--- config.mk ---
export PLATFORM = sky130hd
export DESIGN_NAME = tips_cell
export DESIGN_NICKNAME = d
export VERILOG_FILES = /design/src/rtl/threshold_interval_pixel_sort_macros.svh /design/src/rtl/tips_pkg.sv /design/src/rtl/tips_cell.sv
export SDC_FILE = /design/constraint.sdc
export NUM_CORES = 1
export LEC_CHECK = 0
export BUFFER_PORTS_ARGS = -buffer_cell sky130_fd_sc_hd__buf_2
export CAP_MARGIN = 20
export CORE_MARGIN = 2
export CORE_UTILIZATION = 40
export DETAILED_ROUTE_END_ITERATION = 7
export PLACE_DENSITY = 0.7
export SYNTH_ARGS = -nofsm -noshare
export SYNTH_HDL_FRONTEND = slang
export SYNTH_SLANG_ARGS = --single-unit
export TNS_END_PERCENT = 20
--- constraint.sdc ---
create_clock -name clk -period 3.2 [get_ports clk]
set_clock_uncertainty 0.2 [all_clocks]
set_input_delay 0.48 -clock clk [delete_from_list [all_inputs] [get_ports clk]]
set_output_delay 0.48 -clock clk [all_outputs]
set_load 0.005 [all_outputs]
--- src/rtl/threshold_interval_pixel_sort_macros.svh ---
// Assertion macros shared by the pixel sort RTL.
`ifndef THRESHOLD_INTERVAL_PIXEL_SORT_MACROS_SVH
`define THRESHOLD_INTERVAL_PIXEL_SORT_MACROS_SVH

// Condition in this cycle implies a consequence in the same cycle.
`define TIPS_ASSERT_IMP(lbl, ante, cons, msg) \
	lbl: assert property (@(posedge clk) disable iff (!arst_n) (ante) |-> (cons)) \
		else $error(msg);

// Condition in this cycle implies a consequence in the next cycle.
`define TIPS_ASSERT_NEXT(lbl, ante, cons, msg) \
	lbl: assert property (@(posedge clk) disable iff (!arst_n) (ante) |=> (cons)) \
		else $error(msg);

`endif

--- src/rtl/tips_pkg.sv ---
// Types and constants of the threshold interval pixel sort.
package tips_pkg;

	localparam int MAX_WIDTH = 1024;
	localparam int CNT_W     = $clog2(MAX_WIDTH + 1);
	localparam int KEY_W     = 18;
	localparam int DIV_STEPS = 17;
	localparam int DSTEP_W   = $clog2(DIV_STEPS + 1);

	localparam logic CMD_LOAD  = 1'b0;
	localparam logic CMD_FETCH = 1'b1;

	localparam logic CFG_SORT_KEY_MODE  = 1'b0;
	localparam logic CFG_LUMA_THRESHOLD = 1'b1;

	localparam logic [2:0] KEY_LUMA  = 3'd0;
	localparam logic [2:0] KEY_HUE   = 3'd1;
	localparam logic [2:0] KEY_SAT   = 3'd2;
	localparam logic [2:0] KEY_RED   = 3'd3;
	localparam logic [2:0] KEY_GREEN = 3'd4;
	localparam logic [2:0] KEY_BLUE  = 3'd5;

	typedef struct packed {
		logic       command;
		logic [7:0] red_in;
		logic [7:0] green_in;
		logic [7:0] blue_in;
		logic [7:0] alpha_in;
		logic       end_of_line_in;
	} in_word_t;

	typedef struct packed {
		logic [7:0] red_out;
		logic [7:0] green_out;
		logic [7:0] blue_out;
		logic [7:0] alpha_out;
		logic       end_of_line_out;
		logic       nothing_ready;
	} out_word_t;

	// pixel packs {alpha, blue, green, red}
	typedef struct packed {
		logic [31:0]      pixel;
		logic [KEY_W-1:0] key;
		logic             run;
		logic             valid;
	} cell_t;

	typedef struct packed {
		logic shift;
		logic cmp;
		logic parity;
	} cell_ctl_t;

	typedef struct packed {
		logic             done;
		logic             run;
		logic [KEY_W-1:0] key;
	} key_res_t;

endpackage

--- src/rtl/tips_cell.sv ---
// One sorting cell: shift from the lower neighbor or compare-swap with a neighbor.
module tips_cell (
	input  logic                clk,
	input  logic                arst_n,
	input  tips_pkg::cell_ctl_t ctl,
	input  logic                pos_odd,
	input  tips_pkg::cell_t     below,
	input  tips_pkg::cell_t     above,
	output tips_pkg::cell_t     cur
);

	tips_pkg::cell_t cell_q;
	tips_pkg::cell_t cell_d;
	logic            lower;
	logic            swap;

	always_comb begin
		lower = (pos_odd == ctl.parity);
		if (lower) begin
			swap = above.run && cell_q.run && (above.key > cell_q.key);
		end else begin
			swap = cell_q.run && below.run && (cell_q.key > below.key);
		end
		cell_d = cell_q;
		if (ctl.shift) begin
			cell_d = below;
		end else if (ctl.cmp && swap) begin
			cell_d = lower ? above : below;
		end
	end

	always_ff @(posedge clk or negedge arst_n) begin
		if (!arst_n) begin
			cell_q <= '0;
		end else begin
			cell_q <= cell_d;
		end
	end

	assign cur = cell_q;

endmodule

=== Word level (Yosys, flattened, before mapping) ===
Index checks and enable logic that the tools add are counted.

* Add/sub/neg operators: 0
* $mul: 0
* Div/mod/pow operators: 0
* Order comparisons: 2
* Equal/unequal tests: 1
* Shift-type cells: 0
* Multiplexer cells: 4
* Bitwise operators: 0
* Reduce and logical (&&, ||, !) cells: 6

{| class="wikitable"
|+ Operators by type and width
! operator !! count
|-
| two-way mux 52 bit || 3
|-
| > comparator 18 bit || 2
|-
| logical AND 1 bit || 5
|-
| nonzero test 2 bit || 1
|-
| equality test 1 bit || 1
|-
| two-way mux 1 bit || 1
|}

* Flip-flop bits (word level): 52
* Bits in latches: 0
* Memory bits (writable): 0
* Memory bits (read-only): 0
* Input bits: 110
* Output and inout port bits: 52
* Word-level logic and storage cells: 17
* Memories: 0

=== Depth between registers and ports, before layout ===
* Word-level depth: 6
* Depth in mapped cells: 11
* Mapped depth without buffers: 9

=== Least setup slack after synthesis ===
OpenSTA, ideal clock, no wires.

* Kind: input port to flip-flop
* Start point: in below[9] (netlist name)
* End point: reg cell_q (netlist bit cur[0])
* Setup time: 0.125 ns
* Arrival: 2.320 ns
* Data required time: 2.875 ns
* Path slack: 0.555 ns
* Stages on the path: 10
* Buffers on the path: 2
* Path through: inv_1 > ha_1 > a211oi_2 > nor2_1 > o41ai_2 > o211ai_1 > a211o_1 > buf_6 > buf_6 > mux2_4

* Longest elaborated chain between the ends: 5

{| class="wikitable"
|+ RTL lines
! element !! RTL line !! text
|-
| start: declaration || tips_cell.sv:7 || <nowiki>input tips_pkg::cell_t below,</nowiki>
|-
| > comparator 18 bit || tips_cell.sv:22 || <nowiki>swap = cell_q.run && below.run && (cell_q.key > below.key);</nowiki>
|-
| logical AND 1 bit || tips_cell.sv:22 ||
|-
| two-way mux 1 bit || tips_cell.sv:19 || <nowiki>if (lower) begin</nowiki>
|-
| logical AND 1 bit || tips_cell.sv:27 || <nowiki>end else if (ctl.cmp && swap) begin</nowiki>
|-
| nonzero test 2 bit (no line) || -- ||
|-
| end signal: assignment || tips_cell.sv:36 || <nowiki>cell_q <= cell_d;</nowiki>
|-
| end: declaration || tips_cell.sv:12 || <nowiki>tips_pkg::cell_t cell_q;</nowiki>
|}

No other way between the ends.
A chain may end at the register's enable or synchronous reset.

=== Worst setup path in the final report ===
* Start point: reg cell_q (netlist bit cur[15])
* End point: reg cell_q (netlist bit cur[39])

* Longest elaborated chain between the ends: 5
* Elaborated cells between the ends (all ways): 7
* Classes of those cells: order compare: 2; mux: 1; reduce/logical: 4

{| class="wikitable"
|+ RTL lines
! element !! RTL line
|-
| > comparator 18 bit, on equally long branches || tips_cell.sv:22, tips_cell.sv:20
|-
| logical AND 1 bit, on equally long branches || tips_cell.sv:22, tips_cell.sv:20
|-
| two-way mux 1 bit (*) || tips_cell.sv:19
|-
| logical AND 1 bit (*) || tips_cell.sv:27
|-
| nonzero test 2 bit (no line) (*) || --
|}

Mark *: on every way between the ends. The rest lies on a longest branch, timed or not.

==> run metrics <==
syn nets=444; met2 routed WL=4450 µm; CP Capture Type=register; fraction of layout instances using a drive strength above 1=53.6%; Pins Over Slew Limit=0; post-synthesis sequential area ratio=36.4%; Setup Viol. Count Final=0; starting density of the core=41.2%; post-CTS sizing=0; switching share of power=32.1%; max incr delay on CP=0.41 ns; Worst-Margin Slew=0.862 ns; GRT overflow=0; Residual DRC=0; unrepaired setup endpoints after global routing=false; final hold viol count=0; Die X-Extent=98.6 µm; via count=2873; dpl hpwl=6960 µm; Longest Clk Path Bufs=2; Slew headroom=42.6%; status=complete, no violations; r2r setup slk=0.36 ns; clock sink total=52; die area=9720 µm²; Cells after Synth=298; H-tree depth=2; CP max FO=17; topmost layer with routed signal wires=met4; arrival time worst endpoint=2.83 ns; clk_lat worst skew=0.31 ns; FP Rows=34; Die Y=98.6 µm; area leader, netlist=dfrtp_1; critical path class=reg2reg; Max Cap Viol=0; Leakage Power=2.49 nW; initial antenna violation count=1; Synth Area in Compound Gates=5.45%; Synth Area in XOR/XNOR=0.245%; IO Pins=162; first-pass GRT wire length=14200 µm; number of global-route vias before repair=3053; Yosys cell types=31; mux share of post-synthesis cell area=34.8%; max reg flops=52; Req. time, crit path=3.20 ns; adder-cell share of the synthesized area=12.6%; final worst path period need=2.84 ns; leading cell type in the layout, fill and taps excluded=buf_2; period utilization=88.6%; CTS tree=yes; Critical Path, Cell by Cell=inv_1 > ha_1 > nand4_1 > nor4_2 > a311o_1 > a31oi_1 > a211o_2 > buf_4 > mux2_4; RePlAce Congestion=0.823; # port buffers=161; CP top delay family=simple AND/OR/NAND/NOR gates; Post-Syn Area per Cell=12.0 µm²; DRT Wirelength=8740 µm; VDD IR-drop max=0.199 mV; commonest cells after routing, fill and taps aside=161 x buf_2, 52 x dfrtp_1, 38 x inv_1; slowest CP cell=dfrtp_1; Setup TNS=0 ns; Power Total=1.94 mW; Clk network pwr share=19.9%; initial DRC count=81; Tot GR Track Use=18.0%; Min-Delay Path Class=in2async; main area contributors after synthesis=dfrtp_1 36%, mux2_4 13%, ha_1 13%, mux2_2 11%, mux2i_1 10%; via/cell ratio=5.04; largest family of logic cells by synthesized area=multiplexers; number of synthesis warnings=0; sequential power share=43.2%; WL met1=3660 µm; Nets=606; Synth Area in Simple Gates=4.23%; Synth-to-Final Area Change=28.5%; sw power=623 µW; synthesized area=3580 µm²; Post-CTS Hold Fix Bufs=0; startpoint types=register; power density over cell area=422 nW/µm²; wire length on met3=501 µm; clock root buffer=clkbuf_8; buffer count from post-CTS setup fixing=0; CP Buf/Inv Count=2; Yosys top cell area share=36.4%; DR pass1 iterations=4; FF+latch count, synth=52; Combinational Power Share=36.9%; per-cell routed wire length=15.3 µm; Clock transition at path regs=0.10 ns; f_max=353 MHz; number of buffers created by CTS=5; largest net degree at the start of global routing=37; P_int=1.32 mW; Std-Cell Core Area=8680 µm²; Routed Antenna Nets=0
==> metal layers <==
layer | track usage (%) | vias to the layer above
met3 | 3.90 | 9
met5 | 0 | -
met4 | 4.21 | 0
met1 | 22.7 | 1375
met2 | 31.7 | 97
li1 | - | 1392
==> metrics by stage <==
stage | instance area, µm² | utilization (%) | cells | setup slack [ns] | hold slack, ns
floorplan | 3580 | - | 298 | 0.555 | -0.0156
global placement | 4510 | 51.9 | 561 | 0.297 | 0.289
detailed placement | 4510 | 51.9 | 561 | 0.255 | 0.292
CTS | 4600 | 53.0 | 569 | 0.372 | 0.101
global route | 4600 | 53.0 | 570 | 0.271 | 0.120
finish | 4600 | 53.0 | 570 | 0.364 | 0.0727
==> power by group through the flow <==
stage               Sequential (mW)  Combinational (mW)  Clock [mW]
floorplan                     0.852               0.426           0
global placement              0.848               0.702           0
detailed placement            0.848               0.727           0
CTS                           0.840               0.728       0.399
global route                  0.855               0.796       0.433
finish                        0.839               0.717       0.387
==> layout make-up <==
cell class / count / area, µm²
Timing Repair Buffer: 166 / 868
Sequential cell: 52 / 1300
Fill cell: 807 / 4080
Multi-Input combinational cell: 197 / 2060
Tap cell: 108 / 135
Clock buffer: 6 / 72.6
Inverter: 38 / 143
Clock inverter: 2 / 16.3
Antenna cell: 1 / 2.50
==> cell families (layout without fill, tap and decap cells) <==
group / after synthesis / after routing
xor gates and xnor gates: 1 / 1
AOI/OAI and AO/OA: 28 / 28
DFF: 52 / 52
buffers and inverters: 49 / 212
and+or+nand+nor: 28 / 28
other: 0 / 1
adders and majority gates: 36 / 36
muxes: 104 / 104
==> cell usage after synthesis <==
| cell type | instances |
|---|---|
| buf_2 | 3 |
| a211oi_1 | 1 |
| clkbuf_1 | 3 |
| nand4_2 | 1 |
| nor2_1 | 6 |
| a22oi_1 | 1 |
| nor3_1 | 2 |
| o31ai_1 | 1 |
| mux2_4 | 32 |
| o211ai_1 | 1 |
| a311o_1 | 1 |
| nor4_2 | 1 |
| buf_6 | 5 |
| xor2_1 | 1 |
| a21o_1 | 4 |
| a31oi_1 | 1 |
| nand4_1 | 7 |
| a21oi_1 | 12 |
| inv_1 | 38 |
| dfrtp_1 | 52 |
| mux2i_1 | 36 |
| ha_1 | 36 |
| a211oi_2 | 1 |
| a211o_1 | 1 |
| a41oi_1 | 1 |
| nand2_1 | 4 |
| o41ai_2 | 1 |
| mux2_2 | 36 |
| nand3_1 | 7 |
| a21boi_0 | 1 |
| o21ai_0 | 1 |
==> worst reg2reg max path, delay by kind of cell, from the launching register on <==
kind / cells / cell delay (ns)
AO/OA/AOI/OAI: 3 / 0.57
adder cells (fa/ha/maj): 1 / 0.32
multiplexers: 1 / 0.33
AND/OR/NAND/NOR: 2 / 0.59
flip-flops: 1 / 0.41
buffers and inverters: 2 / 0.31
==> worst paths after layout <==
kind	from	endpoint	cells past startpoint
max	cur[15]$_DFFE_PN0P_	cur[39]$_DFFE_PN0P_	9
min	arst_n	cur[19]$_DFFE_PN0P_	1
max reg2reg	cur[15]$_DFFE_PN0P_	cur[39]$_DFFE_PN0P_	9
min reg2reg	cur[24]$_DFFE_PN0P_	cur[24]$_DFFE_PN0P_	1
max in group asynchronous	arst_n	cur[48]$_DFFE_PN0P_	2
min in group clk	below[17]	cur[17]$_DFFE_PN0P_	3
Note: power is estimated with default switching activity, not from simulation.
