[config.mk]
export PLATFORM = sky130hd
export DESIGN_NAME = tips_key
export DESIGN_NICKNAME = d
export VERILOG_FILES = /design/src/rtl/threshold_interval_pixel_sort_macros.svh /design/src/rtl/tips_pkg.sv /design/src/rtl/tips_key.sv
export SDC_FILE = /design/constraint.sdc
export NUM_CORES = 1
export LEC_CHECK = 0
export BUFFER_PORTS_ARGS = -buffer_cell sky130_fd_sc_hd__buf_2
export CAP_MARGIN = 10
export CORE_MARGIN = 2
export CORE_UTILIZATION = 40
export DETAILED_ROUTE_END_ITERATION = 10
export PLACE_DENSITY = 0.56
export SETUP_SLACK_MARGIN = 0.15
export SYNTH_ARGS = -nofsm -noshare
export SYNTH_HDL_FRONTEND = slang
export SYNTH_SLANG_ARGS = --single-unit
export TNS_END_PERCENT = 100
[constraint.sdc]
create_clock -name clk -period 8.2 [get_ports clk]
set_input_delay 0 -clock clk [delete_from_list [all_inputs] [get_ports clk]]
set_output_delay 0 -clock clk [all_outputs]
set_load 0.05 [all_outputs]
[src/rtl/threshold_interval_pixel_sort_macros.svh]
// Assertion macros shared by the pixel sort RTL.
`ifndef THRESHOLD_INTERVAL_PIXEL_SORT_MACROS_SVH
`define THRESHOLD_INTERVAL_PIXEL_SORT_MACROS_SVH

// Condition in this cycle implies a consequence in the same cycle.
`define TIPS_ASSERT_IMP(lbl, ante, cons, msg) \
	lbl: assert property (@(posedge clk) disable iff (!arst_n) (ante) |-> (cons)) \
		else $error(msg);

// Condition in this cycle implies a consequence in the next cycle.
`define TIPS_ASSERT_NEXT(lbl, ante, cons, msg) \
	lbl: assert property (@(posedge clk) disable iff (!arst_n) (ante) |=> (cons)) \
		else $error(msg);

`endif

[src/rtl/tips_pkg.sv]
// Types and constants of the threshold interval pixel sort.
package tips_pkg;

	localparam int MAX_WIDTH = 1024;
	localparam int CNT_W     = $clog2(MAX_WIDTH + 1);
	localparam int KEY_W     = 18;
	localparam int DIV_STEPS = 17;
	localparam int DSTEP_W   = $clog2(DIV_STEPS + 1);

	localparam logic CMD_LOAD  = 1'b0;
	localparam logic CMD_FETCH = 1'b1;

	localparam logic CFG_SORT_KEY_MODE  = 1'b0;
	localparam logic CFG_LUMA_THRESHOLD = 1'b1;

	localparam logic [2:0] KEY_LUMA  = 3'd0;
	localparam logic [2:0] KEY_HUE   = 3'd1;
	localparam logic [2:0] KEY_SAT   = 3'd2;
	localparam logic [2:0] KEY_RED   = 3'd3;
	localparam logic [2:0] KEY_GREEN = 3'd4;
	localparam logic [2:0] KEY_BLUE  = 3'd5;

	typedef struct packed {
		logic       command;
		logic [7:0] red_in;
		logic [7:0] green_in;
		logic [7:0] blue_in;
		logic [7:0] alpha_in;
		logic       end_of_line_in;
	} in_word_t;

	typedef struct packed {
		logic [7:0] red_out;
		logic [7:0] green_out;
		logic [7:0] blue_out;
		logic [7:0] alpha_out;
		logic       end_of_line_out;
		logic       nothing_ready;
	} out_word_t;

	// pixel packs {alpha, blue, green, red}
	typedef struct packed {
		logic [31:0]      pixel;
		logic [KEY_W-1:0] key;
		logic             run;
		logic             valid;
	} cell_t;

	typedef struct packed {
		logic shift;
		logic cmp;
		logic parity;
	} cell_ctl_t;

	typedef struct packed {
		logic             done;
		logic             run;
		logic [KEY_W-1:0] key;
	} key_res_t;

endpackage

[src/rtl/tips_key.sv]
// Sort key and run flag of one pixel, with a bit-serial divider for hue and saturation.
module tips_key (
	input  logic                clk,
	input  logic                arst_n,
	input  logic                start,
	input  logic [31:0]         pixel,
	input  logic                valid,
	input  logic [2:0]          mode,
	input  logic [7:0]          thresh,
	output tips_pkg::key_res_t  res
);

	logic [7:0]                    r, g, b, mx, mn, d;
	logic [17:0]                   luma, lo_b, hi_b;
	logic [10:0]                   d6, hue_n, numer, dvs;
	logic                          run_c, need_div;
	logic [tips_pkg::KEY_W-1:0]    key_c;
	logic [11:0]                   rem_q, trial, rem_n;
	logic [10:0]                   dvs_q;
	logic [15:0]                   quo_q;
	logic [16:0]                   quo_n;
	logic [tips_pkg::DSTEP_W-1:0]  step_q;
	logic                          busy_q, done_q, run_q, ge;
	logic [tips_pkg::KEY_W-1:0]    key_q;

	always_comb begin
		r = pixel[7:0];
		g = pixel[15:8];
		b = pixel[23:16];
		mx = r;
		mn = r;
		if (g > mx) mx = g;
		if (b > mx) mx = b;
		if (g < mn) mn = g;
		if (b < mn) mn = b;
		d = mx - mn;
		luma = 18'(r) * 18'd299 + 18'(g) * 18'd587 + 18'(b) * 18'd114;
		lo_b = 18'(thresh) * 18'd1000;
		hi_b = 18'd255000 - 18'(thresh) * 18'd500;
		run_c = valid && (luma > lo_b) && (luma < hi_b);
		d6 = 11'(d) * 11'd6;
		if (mx == r) begin
			hue_n = (g >= b) ? 11'(g - b) : d6 - 11'(b - g);
		end else if (mx == g) begin
			hue_n = 11'({d, 1'b0}) + 11'(b) - 11'(r);
		end else begin
			hue_n = 11'({d, 2'b00}) + 11'(r) - 11'(g);
		end
		need_div = 1'b0;
		numer = '0;
		dvs = '0;
		key_c = '0;
		unique case (mode)
			tips_pkg::KEY_HUE: begin
				need_div = (d != 8'd0);
				numer = hue_n;
				dvs = d6;
			end
			tips_pkg::KEY_SAT: begin
				need_div = (mx != 8'd0);
				numer = 11'(d);
				dvs = 11'(mx);
			end
			tips_pkg::KEY_RED:   key_c = tips_pkg::KEY_W'(r);
			tips_pkg::KEY_GREEN: key_c = tips_pkg::KEY_W'(g);
			tips_pkg::KEY_BLUE:  key_c = tips_pkg::KEY_W'(b);
			default:             key_c = luma;
		endcase
	end

	always_comb begin
		trial = (step_q == tips_pkg::DSTEP_W'(tips_pkg::DIV_STEPS)) ?
			rem_q : {rem_q[10:0], 1'b0};
		ge = (trial >= {1'b0, dvs_q});
		rem_n = ge ? trial - {1'b0, dvs_q} : trial;
		quo_n = {quo_q, ge};
	end

	always_ff @(posedge clk or negedge arst_n) begin
		if (!arst_n) begin
			busy_q <= 1'b0;
			done_q <= 1'b0;
			step_q <= '0;
			run_q  <= 1'b0;
			key_q  <= '0;
			rem_q  <= '0;
			dvs_q  <= '0;
			quo_q  <= '0;
		end else begin
			done_q <= 1'b0;
			if (start) begin
				run_q  <= run_c;
				key_q  <= key_c;
				rem_q  <= {1'b0, numer};
				dvs_q  <= dvs;
				quo_q  <= '0;
				step_q <= tips_pkg::DSTEP_W'(tips_pkg::DIV_STEPS);
				busy_q <= need_div;
				done_q <= !need_div;
			end else if (busy_q) begin
				rem_q  <= rem_n;
				quo_q  <= quo_n[15:0];
				step_q <= step_q - 1'b1;
				if (step_q == tips_pkg::DSTEP_W'(1)) begin
					busy_q <= 1'b0;
					done_q <= 1'b1;
					key_q  <= quo_n[16] ? tips_pkg::KEY_W'(65535) :
						tips_pkg::KEY_W'(quo_n[15:0]);
				end
			end
		end
	end

	assign res.done = done_q;
	assign res.run  = run_q;
	assign res.key  = key_q;

endmodule

-- Word-level counts from Yosys, hierarchy flattened
Cells that the tools add are included.
- magnitude comparators: 8
- add/sub/neg operators: 13
- multiply operators: 6
- muxes and demuxes: 29
- eq/ne operators: 9
- reduce and logical (&&, ||, !) cells: 9
- operator list (cell ; number):
    $pmux 18 s4 ; 1
    $mux 18 ; 3
    $mux 12 ; 4
    $mux 16 ; 3
    $pmux 11 s2 ; 2
    $mux 11 ; 3
    $mux 8 ; 4
    $mul 8x7->15 const B ; 2
    $add 17x18->18 ; 1
    $add 18x15->18 ; 1
    $gt 18x18->1 ; 1
    $lt 18x18->1 ; 1
    $mul 8x10->18 const B ; 1
    $sub 18x17->18 const A ; 1
    $sub 8x8->9 ; 2
    $mul 8x9->17 const B ; 1
    $eq 8x8->1 ; 2
    $gt 8x8->1 ; 2
    $lt 8x8->1 ; 2
    $reduce_bool 8->1 ; 2
    $mul 8x6->14 const B ; 1
    $ge 12x11->1 ; 1
    $sub 12x11->12 ; 1
    $add 10x8->11 ; 1
    other kinds (21) ; 31
- logic and storage cells: 82
- bits in registers: 65
- input port bits: 47
- output and inout bits: 20

-- Depth between registers and ports, before layout
Gate-level depths: netlist of the first run.
- word-level depth: 11
- mapped depth: 43
- gate-level depth less buffers: 41

-- Worst setup path after synthesis of the first run
OpenSTA, ideal clock, no wires.
- path kind: input port to flip-flop
- start: input pixel[1]
- end: register rem_q[10]
- slack: 0.198 ns
- data arrival time: 7.876 ns
- stages on the path: 37
- cell sequence: inv_1 -> ha_1 -> nor2b_1 -> o211ai_1 -> a21oi_1 -> nor2_2 -> mux2i_1 -> inv_1 -> ha_1 -> a2111oi_1 -> nand3_1 -> o21a_1 -> a221o_1 -> clkbuf_1 -> nor2_1 -> a21oi_1 -> ha_1 -> fa_1 -> nand2b_1 -> a21oi_1 -> a21oi_1 -> xor2_1 -> ha_1 -> a21oi_1 -> o21ai_2 -> maj3_2 -> a21o_1 -> xor2_1 -> ha_1 -> a21o_1 -> a21oi_1 -> xnor2_1 -> or3_1 -> a211oi_1 -> a41o_1 -> nor4_1 -> a311o_1
- cells in the longest elaborated chain, start to end: 11
- elaborated cells between the ends (all ways): 22
- those cells by class: add/sub: 6; mul: 1; order compare: 4; eq/ne: 2; mux: 9
- ends and longest elaborated chain (what ; RTL line ; source):
    from (decl) ; tips_key.sv:6 ; input logic [31:0] pixel,
    $gt 8x8->1 or $lt 8x8->1 (tied branches) ; tips_key.sv:32, tips_key.sv:34 ;
    $mux 8 (on tied branches) ; tips_key.sv:32, tips_key.sv:34 ;
    $gt 8x8->1 or $lt 8x8->1 (tied branches) ; tips_key.sv:33, tips_key.sv:35 ;
    $mux 8 (on tied branches) ; tips_key.sv:33, tips_key.sv:35 ;
    $sub 8x8->8 ; tips_key.sv:36 ; d = mx - mn;
    $mul 8x2->10, or another cell as far along ; tips_key.sv:41 ; d6 = 11'(d) * 11'd6;
    $sub 11x11->11, or another cell as far along ; tips_key.sv:43 ; hue_n = (g >= b) ? 11'(g - b) : d6 - 11'(b - g);
    $mux 11 (on tied branches) ; tips_key.sv:43, tips_key.sv:44 ;
    $mux 11 (*) ; tips_key.sv:42 ; if (mx == r) begin
    $pmux 11 s2 (*) ; tips_key.sv:53 ; unique case (mode)
    $mux 12 (*) ; tips_key.sv:91 ; if (start) begin
    to (signal assigned) ; tips_key.sv:94 ; rem_q <= {1'b0, numer};
    to (signal assigned) ; tips_key.sv:101 ; rem_q <= rem_n;
    to (decl) ; tips_key.sv:18 ; logic [11:0] rem_q, trial, rem_n;
Mark *: on every way between the ends. The rest lies on a longest branch, timed or not.
A chain may end at the register's enable or synchronous reset.

-- Worst setup path after layout of the first run
Same ends and word-level chain as after synthesis.

==> Implementation_results.wiki, run 1 <==
{| class="wikitable"
! Metric !! Value
|-
| Routed wirelength normalized by instance count || 18.31 µm
|-
| Most used flip-flop cell after synthesis || dfrtp_1
|-
| Cell type of the slowest stage on the worst timing path || or3_1
|-
| Sequential fraction of the synthesis area || 11.38%
|-
| Path type of the worst setup path || in -> reg
|-
| Clock skew || 0.01283 ns
|-
| Number of clock sinks || between 60 and 70
|-
| Hold path startpoint || valid
|-
| Max Slew Vio Count || 0
|-
| Most frequent standard cell in the layout excluding fill and tap cells || inv_1
|-
| Total GRT Usage || 22.56%
|-
| Worst hold margin || 0.07594 ns
|-
| Share of the cycle needed by the critical path after routing || 92.67%
|-
| Number of global-route vias before repair || 11,870
|-
| Met1 layer usage reported by global route || 30.05%
|-
| Commonest cells after routing, fill and taps aside || 284 x inv_1, 263 x ha_1, 115 x fa_1
|-
| Diode insertion count for antenna repair || 0
|-
| Post-Syn Area || 0.01429 mm²
|-
| Final routed DRC violation total || 0
|-
| Element type at the critical path start || primary input
|-
| Maximum clock rate || approximately 130 MHz
|-
| Routed wire length || 40,260 µm
|-
| Crit-path max FO || 6
|-
| Number of flops mapped to enable cells by yosys || 0
|-
| Global-route wire length before repair || 64,660 µm
|-
| End of the worst hold path || run_q
|-
| Run status || finished clean
|-
| Ratio of cells with drive above 1 in the final layout || 11.45%
|-
| Final-report setup violation count || 0
|-
| Fraction of met2 tracks used by global routing || around 40%
|-
| Most used cell along the critical path || a21o_1
|-
| Number of rows in the core area || 69
|-
| Number of antenna violations at the first check in global routing || 0
|-
| CTS tree || built
|-
| Average size of a mapped cell || about 8.7 µm²
|-
| Area added between synthesis and finish || 11.07%
|-
| Maximum clock path buffer count || 2
|-
| Insertion delay of the later-clocked pin in the worst-skew pair || 0.34 ns
|-
| Beginning of the critical path || pixel[1]
|-
| Final critical delay including setup and external delays || 7.599 ns
|-
| Reg-to-Reg Start || step_q[1]
|-
| Number of DRC violations after detailed-routing iteration 0 || 570
|-
| Clock buffers created by TritonCTS || 9
|-
| Clock Tree Root || clkbuf_16
|-
| Pre-antenna DRT Iters || 5
|-
| Slew of the pin with the lowest slew margin || 1.073 ns
|-
| Required time of the critical path || around 8.4 ns
|-
| Global route total overflow || 0
|-
| Height of the chip || ~190 µm
|-
| H-tree levels || 3
|-
| Warnings, synthesis || 0
|-
| Antenna viol nets, final || 0
|-
| MaxCap Viol Count || 0
|-
| Worst R2R Setup Slack || 2.65 ns
|-
| Final Hold Fails || 0
|-
| Core region area || 0.03540 mm²
|-
| Net count, final || 2,159
|-
| CP peak stage delay || 0.36 ns
|-
| Min-Delay Path Depth || 5
|-
| Horizontal extent of the die || 193.0 µm
|-
| Data arrival time at the worst-slack endpoint || 7.82 ns
|-
| Reg2reg path depth || 19
|-
| Unrepaired setup endpoints after global routing || true
|-
| Syn nets || 2,069
|-
| Layer with the highest usage || met2
|-
| R2r endpoint || rem_q[10]
|-
| Final weighted congestion in routability-driven placement || 0.9205
|-
| Instance count of the mapped netlist || ~1,600
|-
| Clock slew seen by the registers of the worst setup and hold paths || 0.07 ns
|-
| Grt met3 use || 2.787%
|-
| Number of distinct library cells after synthesis || 86
|-
| Headroom to the max-slew limit || ~28%
|-
| Total via count in the routed design || roughly 12,000
|-
| # port buffers || 58
|-
| Boundary Pins || 67
|-
| DPL Wire Length || 33,130 µm
|-
| Total Die Area || 0.03725 mm²
|-
| Maximum number of pins on one net before global-route repair || 88
|-
| Vias per std cell || roughly 5.3
|-
| Async SR Flop Fraction || 100.0%
|-
| Initial core utilization || 40.37%
|-
| Crit path capture type || flop
|-
| Hold Path Class || in -> reg
|-
| FF+latch count, synth || 65
|}
worst max-delay path by stage:
stage                 to  slack (ns)  cells after the start
3_3_place_gp       run_q        0.21                     34
4_1_cts        rem_q[10]        0.31                     40
5_1_grt        rem_q[10]        0.08                     40
2_1_floorplan  rem_q[10]        0.20                     37
6_report       rem_q[10]        0.60                     42
3_5_place_dp   rem_q[10]      -0.006                     39
final cells by class:
class / count / area (µm²)
Inverter: 285 / 1075
Tap cell: 461 / 576.8
Timing Repair Buffer: 126 / 803.3
Clock buffer: 9 / 225.2
Multi-Input combinational cell: 1246 / 11480
Clock inverter: 7 / 82.58
Fill cell: 3566 / 19530
Sequential cell: 65 / 1628
cell usage after synthesis, drive strengths merged, types with 14 or more instances:
cell type | n | area [µm²]
o21ai | 82 | 414.1
xor2 | 31 | 271.5
o21bai | 27 | 202.7
a211oi | 14 | 115.1
nor2 | 94 | 355.3
a21oi | 108 | 574.3
buf | 15 | 78.82
nor3 | 18 | 90.09
nand3 | 15 | 75.07
nand4 | 16 | 106.4
inv | 284 | 1066
a21o | 54 | 412.9
nand2b | 16 | 100.1
ha | 264 | 3303
xnor2 | 89 | 802.0
dfrtp | 65 | 1627
a31oi | 14 | 93.84
clkbuf | 32 | 120.1
mux2i | 48 | 493.0
o31ai | 15 | 117.6
fa | 115 | 2302
nand2 | 76 | 285.3
worst max-delay path: cells and delay by family:
family / cells / cell delay [ns]
multiplexers: 1 / 0.25
XOR/XNOR: 3 / 0.55
AND/OR/NAND/NOR: 5 / 0.84
adder cells (fa/ha/maj): 6 / 1.81
buffers and inverters: 6 / 0.58
AO/OA/AOI/OAI: 21 / 3.80
logic make-up after synthesis:
logic type	count (synthesis)	share of synthesized area [%]
simple gates	287	9.701
buf+inv	332	8.913
fa+ha+maj	384	39.59
flops	65	11.38
compound gates	393	18.20
mux	61	4.527
xor+xnor	121	7.679
sequential cells by signal, indices dropped and copies added (netlist names):
signal  cells
quo_q      16
key_q      18
run_q       1
dvs_q      11
step_q      5
done_q      1
busy_q      1
rem_q      12
through the flow:
stage	std cells	TNS, ns	worst slack (ns)	util [%]	area, µm²
6_report	2199	0	0.6013	44.84	15870
5_1_grt	2199	0	0.07929	44.84	15870
4_1_cts	2195	0	0.3083	44.50	15750
3_5_place_dp	2178	-0.006461	-0.006461	43.60	15430
3_3_place_gp	2178	0	0.2101	43.60	15430
2_1_floorplan	1643	0	0.1982	-	14290
timing repair:
item	CTS	global route
endpoints found under the setup margin	0	2
hold buffers	1	0
endpoints found under the hold margin	65	0
buffers inserted	0	4
gates resized for setup	0	21
routing by layer:
layer,up-vias,share of wire (%)
met2,219,49
met3,51,4.3
met1,5564,45
met5,-,0
li1,5778,-
met4,0,1.7
Power of run 1 is not shown: default switching activity piles up to over one toggle a cycle in this logic, so the estimate is an artifact.
==> inputs of run 2 (changes only) <==
- CORE_UTILIZATION: 40 -> 45
- PLACE_DENSITY: 0.56 -> 0.61
==> run 2 against run 1 <==
  * Register-to-register slack improved by 0.04 ns
  * Clock skew fell by 0.0036 ns
  * Highest routed layer unchanged
  * Clock-buffer cell count did not move
  * Hold slack improved by 0.022 ns
  * Sequential cell count did not move
  * First-iteration DRC count rose by 36%
  * Critical endpoint unchanged
  * Utilization rose by 5.4 points
  * Cell area fell by 0.60%
  * Worst setup slack got worse by 0.11 ns
  * Non-clock buffer count fell by 7
  * Critical path depth did not move
==> Implementation_results.wiki, run 2 (synthesis gave the netlist of run 1 again) <==
{| class="wikitable"
! Metric !! Value
|-
| Run status || finished clean
|-
| Final critical delay including setup and external delays || 7.713 ns
|-
| Horizontal extent of the die || approximately 180 µm
|-
| Max Slew Vio Count || 0
|-
| Routed wire length || ~39,000 µm
|-
| Cell type group with the largest total delay on the critical path || compound AO/OA/AOI/OAI gates
|-
| Clock skew || 0.009275 ns
|-
| Number of rows in the core area || between 60 and 70
|-
| Layer with the highest usage || met2
|-
| Met1 layer usage reported by global route || 32.90%
|-
| Final Hold Fails || 0
|-
| Antenna viol nets, final || 0
|-
| Boundary Pins || 67
|-
| Insertion delay of the later-clocked pin in the worst-skew pair || 0.35 ns
|-
| Post-route insts no fill || ~2,100
|-
| Path type of the worst setup path || in -> reg
|-
| Data arrival time at the worst-slack endpoint || 7.94 ns
|-
| CTS tree || built
|-
| Commonest cells after routing, fill and taps aside || 282 x inv_1, 262 x ha_1, 115 x fa_1
|-
| Maximum number of pins on one net before global-route repair || roughly 90
|-
| Final weighted congestion in routability-driven placement || 0.9227
|-
| Number of global-route vias before repair || 12,170
|-
| Number of buffers and inverters on the critical path || 6
|-
| Total via count in the routed design || about 12,000
|-
| Number of antenna violations at the first check in global routing || 0
|-
| Maximum clock path buffer count || 2
|-
| Area added between synthesis and finish || 10.40%
|-
| H-tree levels || 3
|-
| Grt met3 use || around 3.2%
|-
| Height of the chip || 182.2 µm
|-
| Ratio of cells with drive above 1 in the final layout || between 10% and 20%
|-
| Fraction of met2 tracks used by global routing || about 43%
|-
| Net count, final || roughly 2,200
|-
| DPL Wire Length || between 30,000 and 40,000 µm
|-
| Initial core utilization || 45.52%
|-
| Clock buffers created by TritonCTS || 9
|-
| # port buffers || 58
|-
| Crit path capture type || flop
|-
| Number of DRC violations after detailed-routing iteration 0 || roughly 770
|-
| Maximum clock rate || around 130 MHz
|-
| Clock slew seen by the registers of the worst setup and hold paths || 0.07 ns
|-
| Number of clock sinks || 65
|-
| Core region area || 0.03139 mm²
|-
| Vias per std cell || 5.532
|-
| CP peak stage delay || 0.36 ns
|-
| Pre-antenna DRT Iters || 5
|-
| Routed wirelength normalized by instance count || 18.51 µm
|-
| Hold Path Class || in -> reg
|-
| Clock Tree Root || clkbuf_16
|-
| Final-report setup violation count || 0
|-
| Register with the most flip-flops || key_q
|-
| TNS Setup || 0 ns
|-
| Diode insertion count for antenna repair || 0
|-
| Headroom to the max-slew limit || 33.58%
|-
| Most used cell along the critical path || a21o_1
|-
| Final routed DRC violation total || 0
|-
| Max FFs per register || 18
|-
| Inst Count DP || 2,108
|-
| Worst hold margin || between 0.09 and 0.1 ns
|-
| Most frequent standard cell in the layout excluding fill and tap cells || inv_1
|-
| Element type at the critical path start || primary input
|-
| Global-route wire length before repair || around 65,000 µm
|-
| Unrepaired setup endpoints after global routing || false
|-
| Cell type of the slowest stage on the worst timing path || or3_1
|-
| Share of the cycle needed by the critical path after routing || 94.06%
|-
| Total Die Area || 0.03320 mm²
|-
| Required time of the critical path || 8.43 ns
|-
| Global route total overflow || 0
|-
| Slew of the pin with the lowest slew margin || 0.9963 ns
|-
| Crit-path max FO || 6
|-
| MaxCap Viol Count || 0
|-
| Total GRT Usage || 24.75%
|-
| Biggest registers after layout || key_q: 18 flops, quo_q: 16 flops, rem_q: 12 flops
|}
## run 2: changes by cell type in the layout (fill, tap and decap cells not counted), sizes merged
cell | previous run | this run
clkinvlp | 2 | 1
clkdlybuf4s15 | 0 | 1
buf | 125 | 116
clkinv | 1 | 2
clkbuf | 9 | 10
## run 2: stage by stage
| stage | instance area [µm²] | util, % | setup slack, ns |
|---|---|---|---|
| floorplan | 14290 | - | 0.1982 |
| global route | 15780 | 50.26 | 0.1186 |
| detailed placement | 15280 | 48.66 | 0.1149 |
| CTS | 15600 | 49.68 | 0.4142 |
| finish | 15780 | 50.26 | 0.4873 |
| global placement | 15280 | 48.66 | 0.1457 |
## run 2: worst register-to-register path, delay by kind of cell (launching register included)
kind	cells	cell delay, ns
compound gates	12	2.66
simple gates	3	1.21
fa+ha+maj	2	0.60
mux	1	0.45
flops	1	0.39
buf+inv	1	0.08
## run 2: cell type report
class | count | area [µm²]
flip-flops and latches | 65 | 1628
clock buffers | 9 | 225.2
fillers | 3046 | 15620
repair buffers | 119 | 757.0
multi-input cells | 1246 | 11500
well taps | 402 | 503.0
clock inverters | 7 | 83.83
inverters | 285 | 1075
## run 2: repair_timing
item                                    CTS  global route
resized for setup                         0            27
endpoints found under the setup margin    0             2
hold buffers                              1             0
endpoints found under the hold margin    65             0
setup buffers                             0             7
## run 2: worst paths after layout
check / startpoint / endpoint / slack, ns / cells past startpoint
max in group asynchronous: arst_n / busy_q / 7.20 / 3
min in group asynchronous: arst_n / rem_q[11] / 0.36 / 3
hold reg to reg: key_q[4] / key_q[4] / 0.47 / 2
setup reg to reg: step_q[1] / rem_q[10] / 2.69 / 19
hold / removal: valid / run_q / 0.1 / 5
setup / recovery: pixel[1] / rem_q[10] / 0.49 / 42
## run 2: layer usage
| metal | wire length (µm) | up-vias |
|---|---|---|
| li1 | - | 5769 |
| met2 | 19120 | 282 |
| met1 | 17630 | 5689 |
| met4 | 829 | 0 |
| met3 | 1893 | 60 |
| met5 | 0 | - |
Power of run 2 is left out for the same reason.
==> inputs of run 3 (changes only) <==
- PLACE_DENSITY: 0.61 -> not set
- PLACE_DENSITY_LB_ADDON: not set -> 0.12
- SLEW_MARGIN: not set -> 10
==> run 3 against run 2 <==
  * Utilization decreased by 0.22 points
  * Register-to-register slack got worse by 0.05 ns
  * Wire length decreased by 0.19%
  * Die area unchanged
  * Critical path depth decreased by 2
  * Fmax increased by 1.2%
  * Global-route usage decreased by 0.24 points
  * Clock skew about the same
  * Sequential cell count unchanged
  * Critical path type unchanged
  * Highest routed layer unchanged
  * Non-clock buffer count increased by 3
  * Via count decreased by 1.2%
  * Cell area decreased by 0.44%
==> Implementation_results.wiki, run 3 (synthesis gave the netlist of run 1 again) <==
{| class="wikitable"
! Metric !! Value
|-
| Share of the cycle needed by the critical path after routing || 92.91%
|-
| MaxCap Viol Count || 0
|-
| Number of antenna violations at the first check in global routing || 0
|-
| Commonest cells after routing, fill and taps aside || 284 x inv_1, 264 x ha_1, 115 x fa_1
|-
| Crit path capture type || flop
|-
| Maximum clock path buffer count || 2
|-
| DPL Wire Length || ~32,000 µm
|-
| # Post-CTS Setup Buffers || 0
|-
| Height of the chip || 182.2 µm
|-
| Total GRT Usage || 24.51%
|-
| Number of clock sinks || 65
|-
| Worst hold margin || 0.03898 ns
|-
| Routed wire length || approximately 40,000 µm
|-
| CTS tree || built
|-
| Utilization after layout || 50.03%
|-
| Clock slew seen by the registers of the worst setup and hold paths || 0.06 ns
|-
| Horizontal extent of the die || about 180 µm
|-
| Headroom to the max-slew limit || a little under a third
|-
| Hold Path Class || in -> reg
|-
| Diode insertion count for antenna repair || 0
|-
| Cell type group with the largest total delay on the critical path || compound AO/OA/AOI/OAI gates
|-
| Number of global-route vias before repair || 11,840
|-
| Number of DRC violations after detailed-routing iteration 0 || 693
|-
| Data arrival time at the worst-slack endpoint || between 7 and 8 ns
|-
| Element type at the critical path start || primary input
|-
| Max FFs per register || 18
|-
| Max Slew Vio Count || 0
|-
| Path type of the worst setup path || in -> reg
|-
| Final critical delay including setup and external delays || between 7 and 8 ns
|-
| Filler Cell Count || 3,055
|-
| Maximum clock rate || 131.3 MHz
|-
| Maximum number of pins on one net before global-route repair || 81
|-
| Pre-antenna DRT Iters || 5
|-
| Clock skew || between 0.008 and 0.009 ns
|-
| Final routed DRC violation total || 0
|-
| Global route total overflow || 0
|-
| CP peak stage delay || 0.39 ns
|-
| Boundary Pins || 67
|-
| Run status || finished clean
|-
| Antenna viol nets, final || 0
|-
| Clock Tree Root || clkbuf_16
|-
| Global-route wire length before repair || 63,830 µm
|-
| Clock buffers created by TritonCTS || 9
|-
| Slew of the pin with the lowest slew margin || 1.040 ns
|-
| Final Hold Fails || 0
|-
| Most frequent standard cell in the layout excluding fill and tap cells || inv_1
|-
| Routed wirelength normalized by instance count || 18.45 µm
|-
| Insertion delay of the later-clocked pin in the worst-skew pair || 0.33 ns
|-
| Required time of the critical path || 8.41 ns
|-
| Register with the most flip-flops || key_q
|-
| Net count, final || ~2,200
|-
| Final-report setup violation count || 0
|-
| Crit-path max FO || 6
|-
| Total Die Area || roughly 0.033 mm²
|-
| Biggest registers after layout || key_q: 18 flops, quo_q: 16 flops, rem_q: 12 flops
|-
| Initial core utilization || 45.52%
|-
| Unrepaired setup endpoints after global routing || false
|-
| Number of rows in the core area || 65
|-
| Area added between synthesis and finish || 9.911%
|-
| Number of buffers and inverters on the critical path || 7
|-
| Vias per std cell || approximately 5.5
|-
| H-tree levels || 3
|-
| Core region area || 0.03139 mm²
|-
| Final weighted congestion in routability-driven placement || between 0.8 and 0.9
|-
| TNS Setup || 0 ns
|-
| Cell type of the slowest stage on the worst timing path || ha_1
|-
| Ratio of cells with drive above 1 in the final layout || roughly 11%
|-
| Total via count in the routed design || 11,660
|-
| # port buffers || 58
|}
## run 3: cell count changes in the layout (fill, tap and decap cells not counted), moves of 2 or more
cell / previous run / this run
a21oi_2: 4 / 1
xor2_2: 2 / 0
inv_2: 2 / 0
buf_4: 59 / 63
inv_1: 282 / 284
xor2_1: 28 / 31
ha_1: 262 / 264
ha_2: 2 / 0
a21oi_1: 101 / 104
## run 3: path summary, 6_finish.rpt
check,start,to,slack (ns),depth (start not counted)
setup / recovery,pixel[0],rem_q[10],0.58,40
hold / removal,start,dvs_q[2],0.04,2
setup reg to reg,step_q[2],rem_q[10],2.64,18
hold reg to reg,key_q[15],key_q[15],0.47,2
max in group asynchronous,arst_n,busy_q,7.20,3
min in group asynchronous,arst_n,rem_q[9],0.37,3
## run 3: repair_timing
| item | 4_1_cts | 5_1_grt |
|---|---|---|
| setup endpoints to repair | 0 | 1 |
| endpoints found under the hold margin | 65 | 0 |
| hold buffers | 1 | 0 |
| gates resized for setup | 0 | 9 |
## run 3: metrics by stage
step | worst slack, ns | instance area (µm²) | instances
finish | 0.5813 | 15710 | 2136
global route | 0.2033 | 15710 | 2136
floorplan | 0.1982 | 14290 | 1643
CTS | 0.5367 | 15680 | 2136
global placement | 0.3326 | 15360 | 2119
detailed placement | 0.2197 | 15360 | 2119
## run 3: area by class of cell
class | instances | area (µm²) | share of cell area (%)
flip-flops and latches | 65 | 1628 | 10.36
clock inverters | 7 | 85.08 | 0.5417
well taps | 402 | 503.0 | 3.202
inverters | 285 | 1075 | 6.843
multi-input cells | 1246 | 11420 | 72.69
clock buffers | 9 | 225.2 | 1.434
repair buffers | 122 | 773.2 | 4.923
## run 3: routing by layer
| metal | GRT usage (%) | part of all wire [%] | vias to the layer above |
|---|---|---|---|
| met2 | 43.68 | 49 | 261 |
| met3 | 2.155 | 4.1 | 52 |
| li1 | - | - | 5774 |
| met1 | 32.42 | 45 | 5569 |
| met4 | 5.194 | 2.3 | 0 |
| met5 | 0 | 0 | - |
Power of run 3 is left out for the same reason.
